==> config.mk <==
export PLATFORM = sky130hd
export DESIGN_NAME = ght_ram
export DESIGN_NICKNAME = d
export VERILOG_FILES = /design/src/rtl/ght_ram.sv
export SDC_FILE = /design/constraint.sdc
export NUM_CORES = 2
export LEC_CHECK = 0
export BUFFER_PORTS_ARGS = -buffer_cell sky130_fd_sc_hd__buf_4
export CAP_MARGIN = 20
export CORE_UTILIZATION = 42
export DETAILED_ROUTE_END_ITERATION = 8
export HOLD_SLACK_MARGIN = 0.06
export SYNTH_ARGS = -nofsm -noshare
export SYNTH_HDL_FRONTEND = slang
export SYNTH_SLANG_ARGS = --single-unit
export TNS_END_PERCENT = 10
==> constraint.sdc <==
create_clock -name clock -period 4.4 [get_ports clock]
set_input_delay 0 -clock clock [delete_from_list [all_inputs] [get_ports clock]]
set_output_delay 0 -clock clock [all_outputs]
set_load 0.005 [all_outputs]
==> src/rtl/ght_ram.sv <==
// Generic single-write, single-read RAM with registered read data.
// No dependencies.
`default_nettype none

module ght_ram #(
   parameter int WIDTH = 8,
   parameter int DEPTH = 256
) (
   input  wire logic                     clock,
   input  wire logic                     wr_en,
   input  wire logic [$clog2(DEPTH)-1:0] wr_addr,
   input  wire logic [WIDTH-1:0]         wr_data,
   input  wire logic [$clog2(DEPTH)-1:0] rd_addr,
   output logic      [WIDTH-1:0]         rd_data
);

   logic [WIDTH-1:0] mem_ff [DEPTH];

   // Write port and registered read port
   always_ff @(posedge clock) begin
      if (wr_en) begin
         mem_ff[wr_addr] <= wr_data;
      end
      rd_data <= mem_ff[rd_addr];
   end

endmodule

`default_nettype wire

==> impl_results.md <==
- Synth top area cells: edfxtp_1 (77%), mux4_2 (13%), mux2i_1 (1.7%)
- Fraction of registers with async set/reset: 0
- GRT Util Overall: 0.2078
- Status: complete, but fails checks
- Synth area leader: edfxtp_1
- MaxCap Viol Count: 0
- Post-CTS Setup Inserts: 0
- Area of the multi-input gates: 16490 sq um
- VDD IR-drop max: 0.0003547 V
- Top post-synthesis cells by count: edfxtp_1 (2048), mux4_2 (454), nor2_1 (282)
- Compound-Gate Fraction of Synth Area: 0.03419
- Die X: 437.2 um
- Layout Nets: 3935
- Cell row count: 159
- Ratio of cells with drive above 1 in the final layout: 0.2316
- Worst-Skew Late Latency: 0.84 ns
- CP arrival: 3.66 ns
- Rel. slew slack: 0.2178
- Clock root buffer: clkbuf_16
- Fillers: 15240
- Fin crit share: 0.6806
- RSZ-0062 raised after global routing: no
- DRT iter0 DRCs: 4416
- H-tree depth: 4
- Reg area: 61660 sq um
- CP Class: input pin to flip-flop
- Die area: 191200 sq um
- Netlist cell types: 55
- Number of global-route vias before repair: 38840
- Synthesized instance count: 3733
- Most common cell in the netlist: edfxtp_1
- Average wire per standard cell: 30.28 um
- Syn_nets: 3759
- CTS Sinks: 2056
- CTS Buffer Depth: 3
- Final min period: 2.995 ns
- Post-synth top area share: 0.7730
- Leakage: 27.62 nW
- Largest net degree at the start of global routing: 154
- Synth Register Bits: 2056
- Post-Synth XOR/XNOR Area: 0
- Initial Utilization: 0.4232
- GR Overflow Total: 0
- Setup total negative slack: 0 ns
- Slew Limit Fails: 0
- Post-synth EDFFs: 2048
- CP required: 5.06 ns
- Initial antenna violation count: 8
- Vias per cell: 5.891
- Synth Flop Type: edfxtp_1
- Max Freq: 333.9 MHz
- Simple-Gate Fraction of Synth Area: 0.02628
- Chip Height: 437.2 um
- Hold Crit Class: input pin to flip-flop
- Post-route setup slack: 1.405 ns
- Power consumption: 40.87 mW
- Post-Syn Area: 79560 sq um
- Endpoints failing hold: 0
- Power Dens Cells: 454.7 nW/um^2
- Slew @ Worst Pin: 1.169 ns
- Total routed wirelength: 199400 um
- Top Ports: 34
- Largest family of logic cells by synthesized area: multiplexers
- First-pass GRT wire length: 286200 um
- Failing checks: DRC
- Layout Utilization: 0.4780
- Setup Viol. Count Final: 0
- Syn_area_per_cell: 21.31 sq um
- WHS: 0.1393 ns
- Post-synthesis mux area share: 0.1462
- CORE AREA: 188000 sq um
- CTS tree: built
- Post-route ant nets: 0
- Yosys warning total: 0
- Synth Area in Adders: 0
- Maximum fanout along the worst path: 23
- First-pass DRT Iterations: 7
- Layout Skew: 0.04432 ns
- Worst-path clk slew: 0.06 ns
- Layout overhead on the synthesized area: 12.96%
- CTS Buf Count: 204
- Via count: 38810
- Pre-CTS setup slack: 0.5805 ns
- CP endpoint kind: flip-flop
- Setup crit start kind: input pin
- GPL Wtd Cong: 0.8251
- IO Port Bufs: 33
- Post-synthesis sequential area ratio: 0.7750
- DR DRC count: 6
- DP HPWL: 120700 um
==> stage by stage <==
step	area (sq um)	std cells
2_1_floorplan	79560	3733
3_3_place_gp	82970	6173
3_5_place_dp	83020	6178
4_1_cts	89860	6583
5_1_grt	89860	6584
6_report	89870	6587
==> repair_timing <==
action / 4_1_cts / 5_1_grt
setup endpoints to repair: 0 / 0
gates resized for setup: 0 / 0
hold buffers: 19 / 0
hold endpoints to repair: 1395 / 0
==> per-layer routing <==
| layer | share of wire | up-vias | GRT usage | wire, um |
|---|---|---|---|---|
| met5 | 0.000065 | - | 0 | 13 |
| met4 | 0.025 | 2 | 0.05250 | 5051 |
| met3 | 0.072 | 289 | 0.03407 | 14440 |
| met2 | 0.48 | 1635 | 0.3321 | 96170 |
| met1 | 0.42 | 20810 | 0.2981 | 83760 |
| li1 | - | 16070 | - | - |
==> path summary, 6_finish.rpt <==
| path | from | end | slack [ns] | depth (start not counted) |
|---|---|---|---|---|
| max | rd_addr[0] | rd_data[5] | 1.41 | 9 |
| min | rd_addr[7] | rd_data[5] | 0.14 | 5 |
| max reg2reg | mem_ff[195][5] | rd_data[5] | 1.45 | 6 |
| min reg2reg | mem_ff[32][5] | rd_data[5] | 1.06 | 6 |
==> state kept, by name, summed over array words and instances (netlist names) <==
name     count
rd_data      8
mem_ff    2048
==> report_power, final <==
group / internal [mW] / total, mW / switching [mW] / leakage [nW]
clock: 9.76 / 17.3 / 7.49 / 3.23
sequential: 21.6 / 21.6 / 0.0367 / 18.5
combinational: 0.692 / 1.99 / 1.30 / 5.91
total: 32.0 / 40.9 / 8.82 / 27.6
==> cell type report <==
class | count | area share
clock buffer | 257 | 0.05982
antenna | 3 | 0.00008353
clock inverter | 129 | 0.01415
multi-input combinational | 1442 | 0.1835
timing repair buffer | 203 | 0.02154
sequential | 2056 | 0.6861
tap | 2495 | 0.03474
inverter | 2 | 0.00008353
==> cells in the final DEF, fill, tap and decap left out, drive strengths merged, types with 3 or more instances in the layout <==
| cell type | instances |
|---|---|
| a2111oi | 5 |
| a211oi | 16 |
| a21oi | 96 |
| a221oi | 14 |
| a22o | 8 |
| a22oi | 133 |
| and2 | 6 |
| buf | 184 |
| bufinv | 18 |
| clkbuf | 257 |
| clkinv | 99 |
| clkinvlp | 6 |
| dfxtp | 8 |
| diode | 3 |
| dlygate4sd3 | 19 |
| edfxtp | 2048 |
| inv | 8 |
| mux2i | 134 |
| mux4 | 456 |
| nand2 | 33 |
| nand2b | 8 |
| nand3 | 34 |
| nand4 | 10 |
| nor2 | 282 |
| nor2b | 31 |
| nor3 | 22 |
| nor4 | 27 |
| o211ai | 10 |
| o21ai | 12 |
| o221ai | 47 |
| o22a | 5 |
| o22ai | 28 |
| o32ai | 5 |
| or2 | 4 |
==> critical path: stages <==
cell and delay [ns]:
buf_8 0.27, buf_12 0.28, buf_4 0.47, mux4_2 0.59
a22o_1 0.28, a221oi_1 0.58, o32ai_1 0.26, nor3_1 0.68
nor4_1 0.13
==> cell families (layout without fill, tap and decap cells) <==
family                 count (synthesis)  in the layout
buffers and inverters                235            591
muxes                                591            591
and+or+nand+nor                      466            466
DFF                                 2056           2056
other                                  0              3
AOI/OAI and AO/OA                    385            385
Power figures use the tool's default switching activity.
